$ cat src/hdl/arc4_pkg.sv
// ----------------------------------------------------------------------------
// arc4_pkg
// Shared types and constants for the ARC4 keystream generator: item kinds,
// sequencer states and the request bundles sent to the two memories.
// ----------------------------------------------------------------------------
package arc4_pkg;

	localparam int PERM_DEPTH = 256;
	localparam int PERM_AW    = $clog2(PERM_DEPTH);
	localparam int KEY_DEPTH  = 256;
	localparam int KEY_AW     = $clog2(KEY_DEPTH);
	localparam int KEY_CW     = $clog2(KEY_DEPTH + 1);

	typedef enum logic [1:0] {
		KIND_RESET = 2'd0,
		KIND_KEY   = 2'd1,
		KIND_BYTE  = 2'd2,
		KIND_WORD  = 2'd3
	} kind_t;

	typedef enum logic [2:0] {
		ST_IDLE,
		ST_RD_I,
		ST_RD_J,
		ST_WR_I,
		ST_WR_J
	} state_t;

	// Permutation memory: one read port, one write port, bulk restore to identity
	typedef struct packed {
		logic               rd_en;
		logic [PERM_AW-1:0] rd_addr;
		logic               wr_en;
		logic [PERM_AW-1:0] wr_addr;
		logic [7:0]         wr_data;
		logic               clr;
	} perm_req_t;

	// Key memory: one read port, one write port
	typedef struct packed {
		logic              rd_en;
		logic [KEY_AW-1:0] rd_addr;
		logic              wr_en;
		logic [KEY_AW-1:0] wr_addr;
		logic [7:0]        wr_data;
	} key_req_t;

endpackage

$ cat src/hdl/arc4_key_ram.sv
// ----------------------------------------------------------------------------
// arc4_key_ram
// Key byte store with one write port and one registered read port.
// Contents are undefined until written.
// ----------------------------------------------------------------------------
module arc4_key_ram
	import arc4_pkg::*;
(
	input  logic       clk,
	input  key_req_t   req,
	output logic [7:0] rd_data
);

	logic [7:0] mem [KEY_DEPTH];
	logic [7:0] rd_q;

	// Write and registered read
	always_ff @(posedge clk) begin
		if (req.wr_en) begin
			mem[req.wr_addr] <= req.wr_data;
		end
		if (req.rd_en) begin
			rd_q <= mem[req.rd_addr];
		end
	end

	assign rd_data = rd_q;

endmodule

$ cat config.mk
export PLATFORM = sky130hd
export DESIGN_NAME = arc4_key_ram
export DESIGN_NICKNAME = d
export VERILOG_FILES = /design/src/hdl/arc4_pkg.sv /design/src/hdl/arc4_key_ram.sv
export SDC_FILE = /design/constraint.sdc
export NUM_CORES = 2
export LEC_CHECK = 0
export ABC_AREA = 1
export BUFFER_PORTS_ARGS = -buffer_cell sky130_fd_sc_hd__buf_2
export CAP_MARGIN = 15
export CORE_ASPECT_RATIO = 0.8
export CORE_UTILIZATION = 36
export CTS_CLUSTER_SIZE = 25
export DETAILED_ROUTE_END_ITERATION = 7
export SLEW_MARGIN = 5
export SYNTH_ARGS = -nofsm -noshare
export SYNTH_HDL_FRONTEND = slang
export SYNTH_SLANG_ARGS = --single-unit
$ cat constraint.sdc
create_clock -name clk -period 2.7 [get_ports clk]
set_input_delay 0.81 -clock clk [delete_from_list [all_inputs] [get_ports clk]]
set_output_delay 0.81 -clock clk [all_outputs]
set_load 0.03 [all_outputs]
# Yosys cells after proc, flatten, opt, wreduce, memory -nomap -nowiden
# Memories as Yosys holds them, arrays and structs flattened. A register that Yosys moved wholly into a read port is not among the register bits.
# Cells that the tools add are included.
# totals
elab_cells,3
memories,1
regBits,0
ram_bits,2048
# classes
n_mux,2
# memory_table
name,words,word_bits,rd,rd_ports_with_merged_regs,write_ports,line,rtl
mem,256,8,1,1,1,arc4_key_ram.sv:14,logic [7:0] mem [KEY_DEPTH];
# ops
operator,count
$mux W1,2

# Depth between registers and ports, before layout
# logic_depth
depth_word,2
ltp_mapped,15
depth_no_buf,11

# Worst setup path before layout
# Ideal clock, no wire load.
# synth_path
path_kind,in2reg
from,in req[16] (netlist bit)
to,mem mem[162][0] (enable)
arrival_time_ps,1931
cell_stages,4
setup_slack_ps,399
required_ps,2330
cell_sequence,clkbuf_1 -> nand3_1 -> clkbuf_1 -> nor2_1
# synth_via
elab_chain_len,2
# synth_lines
item,line,rtl
"start, declared",arc4_key_ram.sv:10,"input key_req_t req,"
$mux W1,arc4_key_ram.sv:19,if (req.wr_en) begin
$mux W1 (implied by the code),arc4_key_ram.sv:20,mem[req.wr_addr] <= req.wr_data;
"end, declared",arc4_key_ram.sv:14,
# No other way between the ends.

==> run summary <==
The flow ran to the end, and the final reports show no timing, DRC or antenna violations. The routed length per placed instance came out at 23.0 um. The number of global-route vias before repair was 54000; the HPWL after detailed placement was 153 mm.

Once placement finished, the instance area stood at 0.0920 mm2. The number of max-cap violations is 0, and the share of the core filled with cells in the final layout is 0.427. By area, the combinational part of the netlist is dominated by simple AND/OR/NAND/NOR gates.

The initial antenna violation count was 4. The clock period could shrink to 2.57 ns. Clock-pin slew was measured on the worst setup and hold paths at 0.07 ns.

Across the routed clock network, the largest skew measured is 0.0430 ns. The count of boundary I/O pins came out at 35. In this run, synthesis produced a sequential element count of 2056.

CTS buffer count: 198. The cell with the biggest individual delay on the critical path was buf_4. Of all nets on the critical path, the largest fanout is 52.

The net count after synthesis is 7030, and the horizontal extent of the die is 540 um. The register area share after synthesis came out at 0.740. For the DRC marker count from the first detailed-route iteration, the log shows 7357. The simple logic cell fraction of the synthesized area works out to 0.229. The number of stages on the worst hold path is 1. Clock root buffer: clkbuf_16.

The library cells used most frequently in the layout, excluding fill and tap cells, are 2118 x nand2_1, 2056 x edfxtp_1, 2019 x nand3_1. The data arrival time at the worst-slack endpoint came out at 3.30 ns. The region available for standard cell placement spans 0.230 mm2. The kind of capture point of the worst setup path is a register. The run gives 7465 as the final net count. For the maximum clock frequency, the log shows 389 MHz. Power per cell area: 681 mW/mm2.

The average cell area after synthesis was 11.9 um2. The parity-gate share of the synthesized area counting xor and xnor cells works out to 0. Summed over all layers, the routed wires come to 244 mm. In this run the register-to-register setup slack is 0.65 ns. For this run, the slowest stage of the critical path takes 0.32 ns.

The adder-cell area share of the yosys netlist was 0; the worst endpoint required time was 3.43 ns. Summing over every cut layer, the via total after detailed routing is 57000. The endpoint of the most critical register-to-register path is rd_data[2]$_DFFE_PP_. TritonCTS built the clock tree. The logs give 4 for the maximum root-to-sink buffer count and 4 for the H-tree depth. In this design, the critical path's most frequently occurring cell is nand3_1.

The share of the clock period used by the worst path was 0.953. At the pin with the least slew margin, the transition time is 0.970 ns. Setup repair after global routing left no endpoint under its margin. The per-cell via count in the routed design came out at 5.38. The post-synthesis mux area share is 0.

The logs give 0 for the count of final setup violators and 0.0981 mm2 for the total non-filler cell area in the finished layout. Counting both buffers and inverters, the worst setup path holds a total of 4. The number of optimization iterations in the first detailed-route pass is 6, and the worst IR drop on VDD is 0.000581 V. The tools report the startpoint type of the worst setup path as an input pin.

The signal on the critical path passes through buf_8, buf_4, buf_12, buf_4, nand2_1, nand3_1, nand3_1, nand3_1, nand3_1, nand3_1, nand3_1, nand2_1, nand2_1, nand2_1. The critical path's top delay family is simple AND/OR/NAND/NOR gates. For the final routed database, the setup TNS stands at 0 ns. The area growth from synthesis to layout is 17.5%, and the final standard cell count with taps included and fillers excluded is 10600.

First-pass GRT wire length: 359 mm. The die is 433 um tall. The aggregate global routing overflow is 0, and the cell depth of the worst flop-to-flop path is 10. The worst min-delay path category is in2reg.

The proportion of layout cells with a drive suffix above 1 came out at 0.130. The final count of hold timing violations is 0, and the largest net degree at the start of global routing is 89. Remaining number of nets flagged by the antenna check after routing: 0. The startpoint identified for the worst hold timing path is req[2]. The design draws 66800 uW.

The run gives 0.901 as the placer congestion estimate. Residual DRC count: 0. After clock tree synthesis, the repair step resized 0 gates.

The library cell used most frequently in the layout, excluding fill and tap cells, is nand2_1. The area enclosed by the die boundary came out at 0.234 mm2. For hold timing, the worst endpoint is mem[58][2]$_DFFE_PP_. The clock reaches the later pin of the worst-skew pair after 0.86 ns. The number of setup buffers added after CTS is 0. The number of different library cells used by synthesis comes to 13. Yosys printed 0 warnings. The count of pins over their slew limit is 0, and the initial core utilization is 0.364.

By startpoint and endpoint, the worst setup path is classified as in2reg. The worst slew slack as a fraction of its limit was 0.352; the cell area after technology mapping was 0.0835 mm2. The tools report the number of core rows as 157.

The run gives 2056 as the number of sinks driven by the clock tree. The cell total after placement came out at 10300. The area fraction in compound gates after synthesis came out at 0. For the total track usage, the log shows 0.206. Start of the worst register-to-register path: mem[242][2]$_DFFE_PP_. Synthesis handed over a netlist of 7003 instances.

Buffers placed on the I/O ports in this run total 34. For this design, the CTS-stage hold fixing added 0 buffers. In this run the static leakage power is 0.0348 uW. Fill cells in the final layout number 20900.
[cell usage after synthesis, drive strengths merged]
cell    instances  share of area
edfxtp       2056           0.74
buf           371          0.024
nand2        2123          0.095
inv            39         0.0018
clkbuf        112         0.0050
nand3        2019           0.12
nor2          283          0.013
[cell families after synthesis]
| kind of cell | count (synthesis) |
|---|---|
| DFF | 2056 |
| buffers and inverters | 522 |
| and+or+nand+nor | 4425 |
[metrics by stage]
step | setup WS [ns] | hold slack (ns)
2_1_floorplan | 0.399 | 0.909
3_3_place_gp | -0.695 | 1.06
3_5_place_dp | -0.679 | 1.06
4_1_cts | 0.217 | 0.293
5_1_grt | 0.0639 | 0.305
6_report | 0.127 | 0.323
[cell type report]
type | instances | area, um2 | share of cell area
Sequential cell | 2056 | 61700 | 0.629
Multi-Input combinational cell | 4425 | 19100 | 0.195
Timing Repair Buffer | 718 | 7150 | 0.0729
Inverter | 39 | 180 | 0.00184
Tap cell | 3021 | 3780 | 0.0385
Clock inverter | 95 | 911 | 0.00929
Antenna cell | 3 | 7.51 | 0.0000765
Clock buffer | 244 | 5170 | 0.0527
[worst max path at each step]
stage	slack (ns)	cells after the start	from	end
floorplan	0.40	4	req[16]	mem[162][0]$_DFFE_PP_
global placement	-0.70	14	req[17]	rd_data[4]$_DFFE_PP_
detailed placement	-0.68	14	req[17]	rd_data[4]$_DFFE_PP_
CTS	0.22	14	req[17]	rd_data[4]$_DFFE_PP_
global route	0.06	14	req[17]	rd_data[4]$_DFFE_PP_
finish	0.13	14	req[17]	rd_data[3]$_DFFE_PP_
[worst register-to-register path: cells and delay by family, from the launching register on]
family        cells  cell delay [ns]
flops             1             0.36
simple gates     10             1.47
[where the power goes]
| group | switching, uW | total, uW | internal [uW] | leakage, uW |
|---|---|---|---|---|
| sequential | 26.1 | 35200 | 35200 | 0.0185 |
| combinational | 3300 | 4680 | 1380 | 0.0134 |
| clock | 11900 | 26900 | 15100 | 0.00297 |
[routing by layer]
layer  part of all wire  up-vias  global-route usage
met1               0.43    28100               0.302
met4              0.026        0              0.0563
met5                  0        -                   0
li1                   -    25700                   -
met2               0.44     2782               0.306
met3               0.11      360              0.0437
[flip-flops by register name, indices dropped and copies added, names as in the netlist]
name,count
mem,2048
rd_data,8
Power figures use the tool's default switching activity.
