## src/hdl/arc4_pkg.sv

```systemverilog
// ----------------------------------------------------------------------------
// arc4_pkg
// Shared types and constants for the ARC4 keystream generator: item kinds,
// sequencer states and the request bundles sent to the two memories.
// ----------------------------------------------------------------------------
package arc4_pkg;

	localparam int PERM_DEPTH = 256;
	localparam int PERM_AW    = $clog2(PERM_DEPTH);
	localparam int KEY_DEPTH  = 256;
	localparam int KEY_AW     = $clog2(KEY_DEPTH);
	localparam int KEY_CW     = $clog2(KEY_DEPTH + 1);

	typedef enum logic [1:0] {
		KIND_RESET = 2'd0,
		KIND_KEY   = 2'd1,
		KIND_BYTE  = 2'd2,
		KIND_WORD  = 2'd3
	} kind_t;

	typedef enum logic [2:0] {
		ST_IDLE,
		ST_RD_I,
		ST_RD_J,
		ST_WR_I,
		ST_WR_J
	} state_t;

	// Permutation memory: one read port, one write port, bulk restore to identity
	typedef struct packed {
		logic               rd_en;
		logic [PERM_AW-1:0] rd_addr;
		logic               wr_en;
		logic [PERM_AW-1:0] wr_addr;
		logic [7:0]         wr_data;
		logic               clr;
	} perm_req_t;

	// Key memory: one read port, one write port
	typedef struct packed {
		logic              rd_en;
		logic [KEY_AW-1:0] rd_addr;
		logic              wr_en;
		logic [KEY_AW-1:0] wr_addr;
		logic [7:0]        wr_data;
	} key_req_t;

endpackage

```

## src/hdl/arc4_perm_ram.sv

```systemverilog
// ----------------------------------------------------------------------------
// arc4_perm_ram
// 256 x 8 permutation memory with registered read. A valid flag per entry
// lets the whole table fall back to identity at once: an entry not
// written since the last restore reads as its own address.
// ----------------------------------------------------------------------------
module arc4_perm_ram
	import arc4_pkg::*;
(
	input  logic       clk,
	input  logic       arst_n,
	input  perm_req_t  req,
	output logic [7:0] rd_data
);

	logic [7:0]            mem [PERM_DEPTH];
	logic [PERM_DEPTH-1:0] vld_q;
	logic [7:0]            mem_q;
	logic                  hit_q;
	logic [PERM_AW-1:0]    addr_q;

	// Write port
	always_ff @(posedge clk) begin
		if (req.wr_en) begin
			mem[req.wr_addr] <= req.wr_data;
		end
	end

	// Track written entries; restore clears every flag at once
	always_ff @(posedge clk or negedge arst_n) begin
		if (!arst_n) begin
			vld_q <= '0;
		end else if (req.clr) begin
			vld_q <= '0;
		end else if (req.wr_en) begin
			vld_q[req.wr_addr] <= 1'b1;
		end
	end

	// Registered read; hold the last word when no read is issued
	always_ff @(posedge clk) begin
		if (req.rd_en) begin
			mem_q  <= mem[req.rd_addr];
			hit_q  <= vld_q[req.rd_addr];
			addr_q <= req.rd_addr;
		end
	end

	assign rd_data = hit_q ? mem_q : 8'(addr_q);

endmodule

```

## config.mk

```make
export PLATFORM = sky130hd
export DESIGN_NAME = arc4_perm_ram
export DESIGN_NICKNAME = d
export VERILOG_FILES = /design/src/hdl/arc4_pkg.sv /design/src/hdl/arc4_perm_ram.sv
export SDC_FILE = /design/constraint.sdc
export NUM_CORES = 2
export LEC_CHECK = 0
export BUFFER_PORTS_ARGS = -buffer_cell sky130_fd_sc_hd__buf_4
export CORE_MARGIN = 1
export CORE_UTILIZATION = 45
export CTS_BUF_LIST = sky130_fd_sc_hd__clkbuf_8
export DETAILED_ROUTE_END_ITERATION = 16
export HOLD_SLACK_MARGIN = 0.1
export SLEW_MARGIN = 20
export SYNTH_ARGS = -nofsm -noshare
export SYNTH_HDL_FRONTEND = slang
export SYNTH_SLANG_ARGS = --single-unit
export TNS_END_PERCENT = 10
```

## constraint.sdc

```tcl
create_clock -name clk -period 2 [get_ports clk]
set_clock_uncertainty 0.1 [all_clocks]
set_input_delay 0.6 -clock clk [delete_from_list [all_inputs] [get_ports clk]]
set_output_delay 0.6 -clock clk [all_outputs]
set_load 0.01 [all_outputs]
```

# Word level (Yosys, flattened, before mapping)
# Memories as Yosys holds them, arrays and structs flattened. A register that Yosys moved wholly into a read port is not among the register bits.
# Index checks and enable logic that the tools add are counted.
[op_classes]
n_lt_le_gt_ge = 3
mux = 9
bitwise_logic = 1
reduce_logical = 2
[ops]
columns = ["op", "count"]
rows = [
  ["$mux W256", 2],
  ["$or A256 B256 Y256", 1],
  ["$lt A8 B9 Y1 const B", 2],
  ["$bmux W1 S8", 1],
  ["$demux W1 S8", 1],
  ["$ge A8 B1 Y1 const B", 1],
  ["$mux W8", 1],
  ["$mux W1", 4],
  ["$reduce_bool A2 Y1", 1],
  ["$logic_and A1 B1 Y1", 1],
]
[totals]
ff_bits = 265
ramBits = 2048
inputBits = 29
output_inout_bits = 8
elab_cells = 19
mem_count = 1
[memory_table]
columns = ["memory", "depth", "word_bits", "read_ports", "rd_ports_with_merged_regs", "write_ports", "line_no", "source"]
rows = [
  ["mem", 256, 8, 1, 1, 1, "arc4_perm_ram.sv:16", "logic [7:0] mem [PERM_DEPTH];"],
]

# Logic depth before layout (Yosys ltp)
[logic_depth]
depth_word = 7
mapped_depth = 11

# Worst setup path before layout
# Ideal clock, no wire load.
[synth_timing]
path_kind = "input -> register"
from = "input port req[18] in the netlist's numbering"
to = "register mem_q[6], read port of mem, data pin"
arrival_time_ns = 2.360
required_time_ns = 1.635
slack_ns = -0.726
stages = 10
n_path_buf = 4
path_cell_list = "buf_6 buf_8 buf_4 buf_4 mux2_2 a222oi_1 o211ai_1 a32o_1 o41ai_1 nor3_1"
[synth_rtl]
columns = ["element", "line_no", "source"]
rows = [
  ["from (decl)", "arc4_perm_ram.sv:12", "input perm_req_t req,"],
  ["to (decl)", "arc4_perm_ram.sv:18", "logic [7:0] mem_q;"],
]

# Final worst setup path
[layout_timing]
from = "register hit_q"
to = "output port rd_data[4]"
[layout_between]
elab_chain_cells = 1
[layout_lines]
columns = ["element", "line_no", "source"]
rows = [
  ["from (decl)", "arc4_perm_ram.sv:19", "logic hit_q;"],
  ["from (signal assigned)", "arc4_perm_ram.sv:44", "hit_q <= vld_q[req.rd_addr];"],
  ["$mux W8", "arc4_perm_ram.sv:49", "assign rd_data = hit_q ? mem_q : 8'(addr_q);"],
  ["to (decl)", "arc4_perm_ram.sv:13", "output logic [7:0] rd_data"],
]
# Every way passes these cells.

==> metrics.txt <==
hpwl dp=165 mm; placed insts=8012; most common cell in the netlist=edfxtp_1; Hold WC Path Type=in -> reg; Util after Layout=54.6%; leak pwr=38.2 nW; Synth cell types=59; drt initial violations=5219; Yosys top cell by area=edfxtp_1; Vias=50.2k; Critical path origin=hit_q$_DFFE_PP_; antenna violations before repair=12; maximum vdd ir drop=0.867 mV; # nets final=5787; Place WS=-2020 ps; io pins=37; final hold vios=0; largest net degree at the start of global routing=129; WL met2=121 mm; clock buffer depth=4; count of pins over their slew limit=0; DRC=4; gr ovfl total=0; failing checks=design-rule violations, negative setup slack; R2R depth=7; clock root buffer=clkbuf_8; routed wire length=248 mm; top-area cell type share of the netlist area=68.5%; Filler cells=15.6k; top routing layer in use=met5; Avg Inst Size Synth=19.2 sq um; cell area power density=902 nW/um^2; H-tree depth=5; Syn Nets=4744; mapped cell area=90600 sq um; GPL Wtd Cong=0.833; drt wl/cell=28.5 um; hold wc startpoint=req[10]; outcome=finished with violations; WS Path Type=reg -> out; Worst Setup End Kind=output pin; Critical R2R Launch=mem[112][6]$_DFFE_PP_; area grow syn2layout=20.5%; RSZ-0062 raised after global routing=yes; relative slew slack=41.4%; post-route minimum period=2910 ps; Crit path required time=1300 ps; Max Clk Rate=344 MHz; Ys Warns=0; max cap viols=0; crit-path max FO=5; Via density=5.76; core area=200000 sq um; register bit total from synthesis=2321; PortBufs=36; internal reg-to-reg setup slack=-560 ps; Post-Route M1 WL=102 mm; post-CTS setup repair buffer count=0; die area=203000 sq um; GRT Total Usage=24.5%; Die Wd=451 um; Synth Flop Type=edfxtp_1; post-synthesis sequential area ratio=75.5%; period utilisation layout=145%; initial core utilization=45.3%; Clk Latency, worst-skew pair=1120 ps; share of cells above drive strength 1=33.9%; Worst Setup EP=rd_data[4]; critical path arrival=2210 ps; clk sinks=2321; Post-synth top cells=edfxtp_1 (2065), nor2_1 (731), mux4_2 (479), dfrtp_1 (256), a22oi_1 (180); TritonCTS clock tree=yes; Non-Filler Instances=8717; post-route ant nets=0; Worst-Margin Slew=873 ps; Reg clk slew, reported paths=70 ps; reg2reg end=mem_q[6]$_DFFE_PP_; drt pass-1 iters=13; Post-synth EDFFs=2065; post-layout worst setup margin=-906 ps; Inserted Clock Buffers=381; Die Y-Extent=451 um; Mapped Cells=4715; Post-synth ARST share=11.0%; vias in the first global route=51.1k; global-route wire length before repair=358 mm; synth top area cells=edfxtp_1 (68%), mux4_2 (12%), dfrtp_1 (7.1%); routed wl met3=17.8 mm; setup violators final=17; Worst setup SP type=register; row count=164
-- registers in the layout (all words and copies together) (netlist names) --
name / flops
mem: 2048
vld_q: 256
addr_q: 8
mem_q: 8
hit_q: 1
-- worst min-delay path by stage --
stage                              to  slack (ps)  cells after the start
5_1_grt         mem[207][4]$_DFFE_PP_         160                      5
6_report        mem[207][4]$_DFFE_PP_         220                      5
3_5_place_dp   vld_q[162]$_DFFE_PN0P_         380                      2
4_1_cts         mem[207][4]$_DFFE_PP_         120                      5
2_1_floorplan    vld_q[0]$_DFFE_PN0P_         200                      0
3_3_place_gp   vld_q[210]$_DFFE_PN0P_         370                      2
-- cells by family (layout without fill, tap and decap cells) --
kind of cell | after synthesis | after routing | synth area share, %
AOI/OAI and AO/OA | 493 | 493 | 3.99
buffers and inverters | 292 | 1636 | 1.91
DFF | 2321 | 2321 | 75.5
muxes | 683 | 683 | 14.3
other | 0 | 2 | 0
and+or+nand+nor | 926 | 926 | 4.22
-- layout make-up --
class	count	area, sq um	area share, %
inverters	2	7.51	0.00688
clock buffers	429	5900	5.41
repair buffers	950	9190	8.42
diodes	2	5.00	0.00459
multi-input cells	2102	21000	19.3
flip-flops and latches	2321	68400	62.7
well taps	2656	3320	3.05
clock inverters	255	1260	1.15
-- layout by cell type, fill, tap and decap left out, drive strengths merged, types with 6 or more instances in the layout --
master,count
a211oi,10
a21oi,101
a221oi,23
a22o,14
a22oi,180
a311oi,6
buf,930
bufinv,7
clkbuf,430
clkinv,104
dfrtp,256
dlygate4sd3,19
edfxtp,2065
inv,141
mux2,18
mux2i,178
mux4,487
nand2,46
nand2b,8
nand3,37
nand4,10
nor2,731
nor2b,19
nor3,19
nor4,25
o21ai,12
o21ba,30
o221ai,47
o22ai,25
o32ai,11
or2,8
-- worst max-delay path, cell delays in order, from the launching register on --
cell	delay, ps
edfxtp_1	460
buf_6	180
mux2_4	360
buf_6	140
-- repair_timing --
action / in CTS / in global routing
resized for setup: 56 / 22
hold buffers: 19 / 0
pin swaps: 6 / 4
endpoints found under the setup margin: 17 / 17
endpoints found under the hold margin: 2459 / 0
-- where the power goes --
part	switching [mW]	total, mW	internal (mW)
Clock	18.7	39.2	20.5
Combinational	3.71	6.22	2.51
Sequential	0.0488	53.0	52.9
Total	22.4	98.4	76.0
-- stage by stage --
stage	power (mW)	cell area, sq um	TNS [ps]	hold WS (ps)
final	98.4	109000	-11100	218
after global routing	101	109000	-11800	162
after CTS	99.1	109000	-11830	118
after floorplan	56.7	91000	-451230	204
after global placement	60.0	101000	-348780	371
after detailed placement	60.1	101000	-380880	382
-- layer usage --
metal	vias to the layer above	GRT usage [%]
met5	-	0
met3	392	4.40
met4	8	8.72
li1	21200	-
met2	2039	39.2
met1	26600	33.8
Power figures use the tool's default switching activity.
