### config.mk
export PLATFORM = sky130hd
export DESIGN_NAME = arc4_core
export DESIGN_NICKNAME = d
export VERILOG_FILES = /design/src/hdl/arc4_pkg.sv /design/src/hdl/arc4_core.sv
export SDC_FILE = /design/constraint.sdc
export NUM_CORES = 1
export LEC_CHECK = 0
export BUFFER_PORTS_ARGS = -buffer_cell sky130_fd_sc_hd__buf_2
export CAP_MARGIN = 20
export CORE_UTILIZATION = 57
export DETAILED_ROUTE_END_ITERATION = 8
export PLACE_DENSITY = 0.8
export REMOVE_ABC_BUFFERS = 1
export SETUP_SLACK_MARGIN = 0.02
export SYNTH_ARGS = -nofsm -noshare
export SYNTH_HDL_FRONTEND = slang
export SYNTH_SLANG_ARGS = --single-unit
### constraint.sdc
create_clock -name clk -period 3.8 [get_ports clk]
set_input_delay 0.57 -clock clk [delete_from_list [all_inputs] [get_ports clk]]
set_output_delay 0.57 -clock clk [all_outputs]
set_load 0.005 [all_outputs]
### src/hdl/arc4_pkg.sv
// ----------------------------------------------------------------------------
// arc4_pkg
// Shared types and constants for the ARC4 keystream generator: item kinds,
// sequencer states and the request bundles sent to the two memories.
// ----------------------------------------------------------------------------
package arc4_pkg;

	localparam int PERM_DEPTH = 256;
	localparam int PERM_AW    = $clog2(PERM_DEPTH);
	localparam int KEY_DEPTH  = 256;
	localparam int KEY_AW     = $clog2(KEY_DEPTH);
	localparam int KEY_CW     = $clog2(KEY_DEPTH + 1);

	typedef enum logic [1:0] {
		KIND_RESET = 2'd0,
		KIND_KEY   = 2'd1,
		KIND_BYTE  = 2'd2,
		KIND_WORD  = 2'd3
	} kind_t;

	typedef enum logic [2:0] {
		ST_IDLE,
		ST_RD_I,
		ST_RD_J,
		ST_WR_I,
		ST_WR_J
	} state_t;

	// Permutation memory: one read port, one write port, bulk restore to identity
	typedef struct packed {
		logic               rd_en;
		logic [PERM_AW-1:0] rd_addr;
		logic               wr_en;
		logic [PERM_AW-1:0] wr_addr;
		logic [7:0]         wr_data;
		logic               clr;
	} perm_req_t;

	// Key memory: one read port, one write port
	typedef struct packed {
		logic              rd_en;
		logic [KEY_AW-1:0] rd_addr;
		logic              wr_en;
		logic [KEY_AW-1:0] wr_addr;
		logic [7:0]        wr_data;
	} key_req_t;

endpackage

### src/hdl/arc4_core.sv
// ----------------------------------------------------------------------------
// arc4_core
// Sequencer and datapath: holds the indices, runs the key mix and the
// keystream swaps against the permutation memory, and owns the result
// register.
// ----------------------------------------------------------------------------
module arc4_core
	import arc4_pkg::*;
(
	input  logic        clk,
	input  logic        arst_n,
	input  logic        s_tvalid,
	output logic        s_tready,
	input  logic [1:0]  s_kind,
	input  logic [7:0]  s_key_byte,
	input  logic        s_key_last,
	output logic        m_tvalid,
	input  logic        m_tready,
	output logic [31:0] m_value,
	output logic        m_is_word,
	output perm_req_t   perm_req,
	input  logic [7:0]  perm_rd_data,
	output key_req_t    key_req,
	input  logic [7:0]  key_rd_data
);

	state_t            state_q, state_d;
	kind_t             kind;
	logic              accept;
	logic [7:0]        i_q, j_q, si_q, sj_q, t_q;
	logic              mix_q, word_q;
	logic [1:0]        cnt_q;
	logic [7:0]        rnd_q;
	logic [KEY_AW-1:0] kidx_q;
	logic [KEY_CW-1:0] key_count_q;
	logic [23:0]       acc_q;
	logic [7:0]        j_sum, ks_byte;
	logic              last_byte, out_free, hold, out_load, key_room, kidx_wrap;
	logic              m_tvalid_q;
	logic [31:0]       value_q;
	logic              is_word_q;

	assign kind      = kind_t'(s_kind);
	assign s_tready  = (state_q == ST_IDLE);
	assign accept    = s_tvalid && s_tready;
	assign key_room  = (key_count_q < KEY_CW'(KEY_DEPTH));
	assign kidx_wrap = ((KEY_CW'(kidx_q) + KEY_CW'(1)) == key_count_q);
	assign last_byte = !word_q || (cnt_q == 2'd3);
	assign out_free  = !m_tvalid_q || m_tready;
	assign hold      = (state_q == ST_WR_J) && !mix_q && last_byte && !out_free;
	assign out_load  = (state_q == ST_WR_J) && !mix_q && last_byte && out_free;
	assign j_sum     = j_q + perm_rd_data + (mix_q ? key_rd_data : 8'd0);

	// Output byte: forward the two swapped entries, else the memory word
	always_comb begin
		if (t_q == j_q) begin
			ks_byte = si_q;
		end else if (t_q == i_q) begin
			ks_byte = sj_q;
		end else begin
			ks_byte = perm_rd_data;
		end
	end

	// State register
	always_ff @(posedge clk or negedge arst_n) begin
		if (!arst_n) begin
			state_q <= ST_IDLE;
		end else begin
			state_q <= state_d;
		end
	end

	// Next state and memory requests
	always_comb begin
		state_d          = state_q;
		perm_req.rd_en   = 1'b0;
		perm_req.rd_addr = i_q + 8'd1;
		perm_req.wr_en   = 1'b0;
		perm_req.wr_addr = i_q;
		perm_req.wr_data = perm_rd_data;
		perm_req.clr     = 1'b0;
		key_req.rd_en    = 1'b0;
		key_req.rd_addr  = kidx_q;
		key_req.wr_en    = 1'b0;
		key_req.wr_addr  = key_count_q[KEY_AW-1:0];
		key_req.wr_data  = s_key_byte;
		unique case (state_q)
			ST_IDLE: begin
				if (accept) begin
					unique case (kind)
						KIND_RESET: perm_req.clr = 1'b1;
						KIND_KEY: begin
							key_req.wr_en = key_room;
							if (s_key_last) begin
								state_d = ST_RD_I;
							end
						end
						KIND_BYTE, KIND_WORD: state_d = ST_RD_I;
						default: ;
					endcase
				end
			end
			ST_RD_I: begin
				perm_req.rd_en = 1'b1;
				key_req.rd_en  = mix_q;
				state_d        = ST_RD_J;
			end
			ST_RD_J: begin
				perm_req.rd_en   = 1'b1;
				perm_req.rd_addr = j_sum;
				state_d          = ST_WR_I;
			end
			ST_WR_I: begin
				perm_req.rd_en   = !mix_q;
				perm_req.rd_addr = si_q + perm_rd_data;
				perm_req.wr_en   = 1'b1;
				state_d          = ST_WR_J;
			end
			ST_WR_J: begin
				perm_req.wr_en   = 1'b1;
				perm_req.wr_addr = j_q;
				perm_req.wr_data = si_q;
				if (!hold) begin
					if (mix_q) begin
						state_d = (rnd_q == 8'hff) ? ST_IDLE : ST_RD_I;
					end else begin
						state_d = last_byte ? ST_IDLE : ST_RD_I;
					end
				end
			end
			default: state_d = ST_IDLE;
		endcase
	end

	// Indices, counters and key length
	always_ff @(posedge clk or negedge arst_n) begin
		if (!arst_n) begin
			i_q         <= '0;
			j_q         <= '0;
			mix_q       <= 1'b0;
			word_q      <= 1'b0;
			cnt_q       <= '0;
			rnd_q       <= '0;
			kidx_q      <= '0;
			key_count_q <= '0;
		end else begin
			case (state_q)
				ST_IDLE: begin
					if (accept) begin
						case (kind)
							KIND_RESET: begin
								i_q <= '0;
								j_q <= '0;
							end
							KIND_KEY: begin
								if (key_room) begin
									key_count_q <= key_count_q + KEY_CW'(1);
								end
								if (s_key_last) begin
									mix_q  <= 1'b1;
									i_q    <= i_q - 8'd1;
									rnd_q  <= '0;
									kidx_q <= '0;
								end
							end
							default: begin
								mix_q  <= 1'b0;
								word_q <= (kind == KIND_WORD);
								cnt_q  <= '0;
							end
						endcase
					end
				end
				ST_RD_I: begin
					i_q <= i_q + 8'd1;
					if (mix_q) begin
						kidx_q <= kidx_wrap ? '0 : kidx_q + KEY_AW'(1);
					end
				end
				ST_RD_J: j_q <= j_sum;
				ST_WR_J: begin
					if (!hold) begin
						if (mix_q) begin
							rnd_q <= rnd_q + 8'd1;
							if (rnd_q == 8'hff) begin
								j_q         <= i_q;
								key_count_q <= '0;
							end
						end else begin
							cnt_q <= cnt_q + 2'd1;
						end
					end
				end
				default: ;
			endcase
		end
	end

	// Swap operands and word accumulator
	always_ff @(posedge clk) begin
		if (state_q == ST_RD_J) begin
			si_q <= perm_rd_data;
		end
		if (state_q == ST_WR_I) begin
			sj_q <= perm_rd_data;
			t_q  <= si_q + perm_rd_data;
		end
		if (state_q == ST_WR_J && !mix_q && !hold) begin
			acc_q <= {acc_q[15:0], ks_byte};
		end
	end

	// Result register: load on the final byte, drop after the transfer
	always_ff @(posedge clk or negedge arst_n) begin
		if (!arst_n) begin
			m_tvalid_q <= 1'b0;
		end else if (out_load) begin
			m_tvalid_q <= 1'b1;
		end else if (m_tready) begin
			m_tvalid_q <= 1'b0;
		end
	end

	always_ff @(posedge clk) begin
		if (out_load) begin
			value_q   <= word_q ? {acc_q, ks_byte} : {24'd0, ks_byte};
			is_word_q <= word_q;
		end
	end

	assign m_tvalid  = m_tvalid_q;
	assign m_value   = value_q;
	assign m_is_word = is_word_q;

	// A finished keystream item always lands in the result register
	a_out_load: assert property (@(posedge clk) disable iff (!arst_n)
		out_load |=> m_tvalid)
		else $error("result register not loaded");

	// The mix never runs with an empty key
	a_mix_len: assert property (@(posedge clk) disable iff (!arst_n)
		(state_q == ST_RD_I && mix_q) |-> (key_count_q != '0))
		else $error("key mix with zero key length");

	// The key index stays inside the stored key
	a_kidx: assert property (@(posedge clk) disable iff (!arst_n)
		(state_q == ST_RD_I && mix_q) |-> (KEY_CW'(kidx_q) < key_count_q))
		else $error("key index beyond key length");

	// Equal indices must have read the same entry
	a_same_entry: assert property (@(posedge clk) disable iff (!arst_n)
		(state_q == ST_WR_J && i_q == j_q) |-> (si_q == sj_q))
		else $error("swap operands differ on one entry");

endmodule

# --- After elaboration in Yosys (flattened, before gate mapping) ---
# Index checks and enable logic that the tools add are counted.
classes:
  n_addsub: 10
  n_mul: 0
  div_mod_pow: 0
  n_lt_le_gt_ge: 1
  n_eq_ne: 27
  n_shift: 0
  muxes: 57
  bitwise: 2
  reduce_logical: 32
ops:
  columns: ["operator", "count"]
  rows:
  - ["two-way mux 8 bit", 17]
  - ["one-hot mux 8 bit (2 select lines)", 5]
  - ["two-way mux 9 bit", 6]
  - ["adder 8 x 1 -> 8 bit, second input constant", 3]
  - ["adder 8 bit", 3]
  - ["one-hot mux 8 bit (3 select lines)", 1]
  - ["one-hot mux 9 bit (2 select lines)", 1]
  - ["== test 8 bit", 2]
  - ["two-way mux 16 bit", 1]
  - ["one-hot mux 3 bit (5 select lines)", 1]
  - ["two-way mux 1 bit", 14]
  - ["!= test 2 x 1 -> 1 bit, second input constant", 6]
  - ["!= test 2 bit, second input constant", 6]
  - ["AND reduction 4 bit", 3]
  - ["AND reduction 6 bit", 2]
  - ["AND reduction 5 bit", 2]
  - ["adder 8 x 1 -> 9 bit, second input constant", 1]
  - ["adder 9 x 1 -> 9 bit, second input constant", 1]
  - ["== test 9 bit", 1]
  - ["< comparator 9 bit, second input constant", 1]
  - ["two-way mux 3 bit", 3]
  - ["== test 8 bit, second input constant", 1]
  - ["two-way mux 2 bit", 4]
  - ["OR reduction 2 bit", 4]
  - ["22 further kinds", 40]
totals:
  ff_bits: 130
  latchBits: 0
  ramBits: 0
  romBits: 0
  output_inout_bits: 88
  memories: 0

# --- Depth between registers and ports, before layout ---
# Gate-level depths: netlist (run 1).
depth:
  depth_word: 6
  depth_mapped: 12

# --- Least setup slack after synthesis (run 1) ---
# OpenSTA, ideal clock, no wires.
synth_timing:
  path_kind: "register -> output"
  from: "register mix_q"
  to: "output perm_req[25] (netlist bit)"
  t_arrival_ns: 2.923
  required_ns: 3.230
  setup_slack_ns: 0.307
  path_stages_with_launch: 13
  n_path_buf: 2
  path_cell_list: "dfrtp_1 -> clkbuf_1 -> clkbuf_1 -> and2_1 -> fa_1 -> ha_1 -> fa_1 -> a211oi_1 -> o21bai_1 -> a21oi_1 -> xnor2_1 -> o22ai_1 -> nor2_1"
synth_lines:
  columns: ["item", "line_no", "text"]
  rows:
  - ["from (decl)", "arc4_core.sv:31", "logic mix_q, word_q;"]
  - ["from (signal assigned)", "arc4_core.sv:141", "mix_q <= 1'b0;"]
  - ["from (signal assigned)", "arc4_core.sv:161", "mix_q <= 1'b1;"]
  - ["from (signal assigned)", "arc4_core.sv:168", "mix_q <= 1'b0;"]
  - ["to (decl)", "arc4_core.sv:21", "output perm_req_t perm_req,"]

==> reports/results.ini, run 1 <==
[yosys]
ys_types=70
yosysTopAreaCell=edfxtp_1
synth_top_area_share_pct=33.6
ys_ff_latch=130
synth_flop_cell=edfxtp_1
async_reset_ff_share_pct=37.7
synth_most_common_cell=nand2_1
synth_area_sq_um=7250
synth_edf_count=81
synth.top_cells.by_area=edfxtp_1, dfrtp_1, nand2_1, xnor2_1, ha_1
synthTopCellsByCount=nand2_1, edfxtp_1, nor2_1
synth_area_per_cell_sq_um=10.5
synth_warnings=0
synth_seq_area_share_pct=50.5
syn-instance-count=688

[setup_path]
critPathKind=flip-flop to output port
crit_chain=and2_4 -> fa_1 -> ha_2 -> fa_2 -> a211oi_2 -> o21bai_1 -> a21oi_2 -> xnor2_2 -> o22ai_1 -> nor2_1 -> buf_2
cp_max_fo=5
startpoint_type=flip-flop
cp_num_buf_inv=1
r2r_slack_ns=1.15
endpoint_kind=output port
cp.arrival_ns=3.11
slowest_delay_ns=0.48
cp_data_required_time_ns=3.23
slowest_stage=fa_1
crit_family=adder cells

[floorplanning]
num_rows=40
die_w_um=115
die_area_sq_um=13200
die_h_um=115
initial_core_util_pct=59.4
core_region_area_sq_um=12200
ios=119

[sta]
clock.fmax_mhz=272
skew_ns=0.0117
slew_headroom_pct=53.6
finalHoldViolCount=0
setup_viol=0
finalMaxSlewViolations=0
period_share_pct=96.8
worst_pin_slew_ns=0.697
min_period_ns=3.68

[global_routing]
grt_pass1_vias=5466
grt_first_pass_wirelength_mm=27.5
overflow=0
use_met1_pct=37.2
grt-busiest-layer=met2
antenna_found_initial=0
grt_start_max_net_pins=38
met2_usage_pct=43.1
use_met3_pct=7.33
grt_use_total_pct=27.5

[run]
maxCapViolations=0

[status]
status=complete, no violations

[clock_tree]
htree_levels=4
clk_latency_ns=0.43
hold_buffers=0
tritoncts=built
cts_buffers=17
cts.sinks=130
cts_buffer_depth=2
clkTransAtPathRegs_ns=0.06
root_buffer=clkbuf_16

[routing]
ant_nets=0
viasPerCell=5.99
drtIter0Drc=516
drt_pre_antenna_iters=5
routedWlPerCell_um=17.9
drc_errors=0
drt-total-wl_mm=17.0
vias=5698

[placed_design]
gp_congestion=0.883
place_area_sq_um=7800
portBuffers=102
post-dp-hpwl_mm=11.9

[final_layout]
layout-area-overhead-vs-synth_pct=15.9
drive_gt1_share_pct=21.2
diodes=0
final.fill_count=890
final_core_util_pct=68.8
seq_area_sq_um=3660
fin_area_sq_um=8400
nNetsFinal=830
multiInputGateArea_sq_um=3300

[power_and_ir_drop]
p_leak_nw=3.54
p_per_area_nw_per_um2=771
vdd_drop_max_v=0.000479

[min_path]
hold_path.class=primary input to async pin

-- worst paths after layout --
check                                     start            to  depth (start not counted)
worst min register to register        acc_q[11]     acc_q[19]                          0
max in group asynchronous                arst_n        i_q[6]                          2
min in group clk                perm_rd_data[7]       sj_q[7]                          1
worst max-delay path                      mix_q  perm_req[25]                         11
worst min-delay path                     arst_n        j_q[3]                          1
worst max register to register            mix_q        j_q[6]                          9
-- area by class of cell --
class	count	share of cell area (%)
multi-input combinational	492	39.3
clock buffer	17	5.06
clock inverter	15	1.52
timing repair buffer	113	7.30
inverter	17	0.760
sequential	130	43.6
tap	168	2.50
-- routing by layer --
| metal | vias to the layer above | routed length, um |
|---|---|---|
| li1 | 2621 | - |
| met1 | 2747 | 7220 |
| met2 | 304 | 8090 |
| met3 | 26 | 1420 |
| met4 | 0 | 295 |
| met5 | - | 0 |
-- timing repair --
action,in CTS,in global routing
setup endpoints to repair,1,1
pin swaps,0,6
setup buffers,0,2
gates resized for setup,1,8
endpoints found under the hold margin,0,0
-- per-stage QoR --
step           setup WS (ns)  power, mW  TNS, ns  cells  hold WS (ns)
2_1_floorplan          0.362       3.92        0    639         0.274
3_3_place_gp           0.222       4.70        0    917         0.423
3_5_place_dp           0.196       4.83        0    918         0.428
4_1_cts               0.0711       6.39        0    950        0.0482
5_1_grt              -0.0260       6.87  -0.0260    952        0.0594
6_report               0.123       6.48        0    952        0.0451
-- sequential cells by signal, indices dropped and copies added, names as in the netlist --
register,count
m_value,32
acc_q,24
key_count_q,9
i_q,8
j_q,8
kidx_q,8
rnd_q,8
si_q,8
sj_q,8
t_q,8
state_q,3
cnt_q,2
m_is_word,1
m_tvalid,1
mix_q,1
word_q,1
-- kinds of logic after synthesis --
kind of cell / share of synthesized area [%]
AOI/OAI and AO/OA: 12.2
xor gates and xnor gates: 6.52
adders and majority gates: 5.76
buffers and inverters: 4.47
DFF: 50.5
muxes: 2.69
and+or+nand+nor: 17.9
-- power breakdown --
group          switching (mW)  internal (mW)  total, mW
clock network           0.643          0.900       1.54
registers               0.480           1.89       2.37
logic                    1.44           1.12       2.57
total                    2.57           3.91       6.48
-- cell usage in the layout, fill, tap and decap left out, types with 10 or more instances in the layout --
cell       instances
buf_2            102
nand2_1           88
edfxtp_1          81
nor2_1            51
dfrtp_1           48
and2_1            32
xnor2_1           31
a21oi_1           30
o21ai_0           25
xor2_1            22
nand3_1           19
ha_1              18
clkbuf_16         17
inv_1             16
mux2i_1           15
nor3_1            11
a22oi_1           10
(Power assumes the default switching activity.)
==> run 2: changes to the inputs <==
--- a/config.mk
+++ b/config.mk
@@ -5,11 +5,12 @@
 export SDC_FILE = /design/constraint.sdc
 export NUM_CORES = 1
 export LEC_CHECK = 0
+export ABC_AREA = 0
 export BUFFER_PORTS_ARGS = -buffer_cell sky130_fd_sc_hd__buf_2
 export CAP_MARGIN = 20
-export CORE_UTILIZATION = 57
+export CORE_UTILIZATION = 52
 export DETAILED_ROUTE_END_ITERATION = 8
-export PLACE_DENSITY = 0.8
+export PLACE_DENSITY = 0.77
 export REMOVE_ABC_BUFFERS = 1
 export SETUP_SLACK_MARGIN = 0.02
 export SYNTH_ARGS = -nofsm -noshare
==> constraint.sdc (replaced) <==
create_clock -name clk -period 3.2 [get_ports clk]
set_input_delay 0.48 -clock clk [delete_from_list [all_inputs] [get_ports clk]]
set_output_delay 0.48 -clock clk [all_outputs]
set_load 0.005 [all_outputs]
==> run 2 against run 1 <==
Effect of this change: via count is 2.9% higher; register-to-register slack worse by 1.3 ns; wire length is 4.7% higher; the flow now finishes with violations (setup timing); first-iteration DRC count is 37% higher; die area is 9.4% higher; non-clock buffer count is 20 higher; largest power group unchanged; critical path type unchanged.
==> reports/results.ini, run 2 (synthesized netlist as in run 1, its figures left out) <==
[status]
status=complete, but fails checks  ; was complete, no violations
violations=setup timing

[min_path]
hp-start=perm_rd_data[6]
whs_endpoint=si_q[6]
hold_path.class=primary input to flip-flop  ; was primary input to async pin
whs_path_depth=1

[routing]
drtIter0Drc=707  ; was 516
viasPerCell=5.98  ; was 5.99
ant_nets=0  ; unchanged
routedWlPerCell_um=18.2  ; was 17.9 um
vias=5865  ; was 5,698
drt-total-wl_mm=17.8  ; was 17.0 mm
drc_errors=0  ; unchanged
drt_pre_antenna_iters=5  ; unchanged

[placed_design]
gp_congestion=0.854  ; was 0.883
place_area_sq_um=7890  ; was 7800 sq um
post-dp-hpwl_mm=12.2  ; was 11.9 mm
post-place-ws_ns=-0.255  ; was 0.196 ns
portBuffers=102  ; unchanged

[setup_path]
cp_num_buf_inv=3  ; was 1
startpoint_type=flip-flop  ; unchanged
rr_startpoint=mix_q  ; unchanged
cp_max_fo=6  ; was 5
slowest_delay_ns=0.43  ; was 0.48 ns
cp_data_required_time_ns=2.72  ; was 3.23 ns
crit_family=adder cells  ; unchanged
critPathKind=flip-flop to output port  ; unchanged
cp.arrival_ns=3.09  ; was 3.11 ns
critPathMostFrequentCell=buf_4
crit_chain=buf_4 -> buf_4 -> and2_1 -> fa_1 -> ha_1 -> o21ai_0 -> o21bai_1 -> a21oi_2 -> xnor2_2 -> o22ai_1 -> nor2_1 -> buf_2  ; was and2_4 -> fa_1 -> ha_2 -> fa_2 -> a211oi_2 -> o21bai_1 -> a21oi_2 -> xnor2_2 -> o22ai_1 -> nor2_1 -> buf_2
endpoint_kind=output port  ; unchanged
slowest_stage=fa_1  ; unchanged
r2r_slack_ns=-0.11  ; was 1.15 ns
rr_worst_depth=17  ; was 9
r2r-end=j_q[4]  ; was j_q[6]

[power_and_ir_drop]
p_comb_share_pct=40.7  ; was 39.7%
switching_power_mw=3.17  ; was 2.57 mW
p_leak_nw=3.69  ; was 3.54 nW
p_per_area_nw_per_um2=962  ; was 771 nW/um^2
vdd_drop_max_v=0.000559  ; was 0.000479 V
switching_share_pct=37.9  ; was 39.6%
clkPwrFrac_pct=25.6  ; was 23.8%
seq_power_share_pct=33.7  ; was 36.5%
p_int_mw=5.20  ; was 3.91 mW

[global_routing]
overflow=0  ; unchanged
grt_use_total_pct=26.0  ; was 27.5%
grt_start_max_net_pins=34  ; was 38
grt_pass1_vias=5786  ; was 5,466
antenna_found_initial=0  ; unchanged
grt_first_pass_wirelength_mm=28.8  ; was 27.5 mm

[clock_tree]
clkTransAtPathRegs_ns=0.06  ; about the same
root_buffer=clkbuf_16  ; unchanged
cts_buffers=17  ; unchanged
cts.sinks=130  ; unchanged
tritoncts=built  ; unchanged
clk_latency_ns=0.43  ; about the same
cts_buffer_depth=2  ; unchanged
htree_levels=4  ; unchanged

[sta]
holdWs_ns=0.341  ; was 0.0451 ns
setup_viol=6  ; was 0
finalHoldViolCount=0  ; unchanged
clock.fmax_mhz=280
skew_ns=0.00557  ; was 0.0117 ns
slew_headroom_pct=51.5  ; was 53.6%
period_share_pct=112
min_period_ns=3.57
fin_ws_ns=-0.371  ; was 0.123 ns
tns_ns=-1.38  ; was 0 ns
worst_pin_slew_ns=0.723  ; was 0.697 ns
finalMaxSlewViolations=0  ; unchanged
rsz0062_at_grt=yes

[final_layout]
final_cell_mix=buf_2, nand2_1, edfxtp_1  ; unchanged
drive_gt1_share_pct=23.8  ; was 21.2%
layout-area-overhead-vs-synth_pct=20.0  ; was 15.9%
nNetsFinal=850  ; was 830
final.fill_count=1007  ; was 890
largest_reg_flops=32  ; unchanged
layout_commonest_cell=buf_2  ; unchanged
fin_area_sq_um=8700  ; was 8400 sq um
diodes=0  ; unchanged
final_core_util_pct=64.9  ; was 68.8%

[floorplanning]
num_rows=42  ; was 40
die_area_sq_um=14400  ; was 13,200 sq um
core_region_area_sq_um=13400  ; was 12,200 sq um
die_w_um=120  ; was 115 um
ios=119  ; unchanged
die_h_um=120  ; was 115 um
initial_core_util_pct=54.1  ; was 59.4%

[run]
maxCapViolations=0  ; unchanged

[run 2: worst register-to-register path, cell delays in order (launching register included)]
cell	delay, ns
dfrtp_1	0.42
buf_4	0.15
buf_4	0.15
and2_1	0.15
fa_1	0.48
ha_4	0.31
buf_6	0.12
a21o_1	0.17
xor2_1	0.23
nand2_1	0.12
buf_4	0.16
buf_4	0.12
buf_4	0.12
buf_4	0.12
buf_4	0.12
buf_4	0.12
a21oi_1	0.11
a21o_1	0.09
[run 2: layout make-up]
cell class	count	area, sq um	share of cell area [%]
Sequential cell	130	3660	42.1
Timing Repair Buffer	133	766	8.80
Clock buffer	21	440	5.06
Clock inverter	11	201	2.32
Multi-Input combinational cell	492	3350	38.5
Tap cell	176	220	2.53
Inverter	17	63.8	0.734
[run 2: timing repair]
| action | in CTS | in global routing |
|---|---|---|
| hold buffers | 1 | 0 |
| hold endpoints to repair | 1 | 0 |
| setup buffers | 8 | 3 |
| resized for setup | 11 | 7 |
| endpoints found under the setup margin | 6 | 7 |
| pin swaps | 8 | 10 |
[run 2: power by group through the flow]
stage                     Clock, mW  Sequential [mW]  Combinational (mW)
after floorplan                   0             2.69                1.97
after global placement            0             2.79                2.87
after detailed placement          0             2.83                2.98
after CTS                      2.15             2.80                3.18
after global routing           2.23             2.88                3.72
final                          2.14             2.82                3.40
[run 2: worst max path at each step]
stage,startpoint,endpoint,depth (start not counted)
global placement,key_rd_data[1],perm_req[25],12
CTS,mix_q,perm_req[23],10
global route,mix_q,perm_req[25],11
detailed placement,key_rd_data[1],perm_req[25],12
floorplan,state_q[0],cnt_q[0],5
finish,mix_q,perm_req[25],12
[run 2: layer usage]
metal  part of all wire (%)  wire length [um]  vias to the layer above  track usage [%]
li1                       -                 -                     2664                -
met1                     42              7410                     2817             33.1
met2                     48              8550                      316             41.3
met3                    7.0              1240                       68             5.89
met4                    3.5               627                        0             13.4
met5                      0                 0                        -                0
[run 2: through the flow]
stage / std cells / power, mW
after global placement: 935 / 5.66
after floorplan: 639 / 4.66
after CTS: 977 / 8.14
final: 980 / 8.37
after global routing: 980 / 8.82
after detailed placement: 936 / 5.81
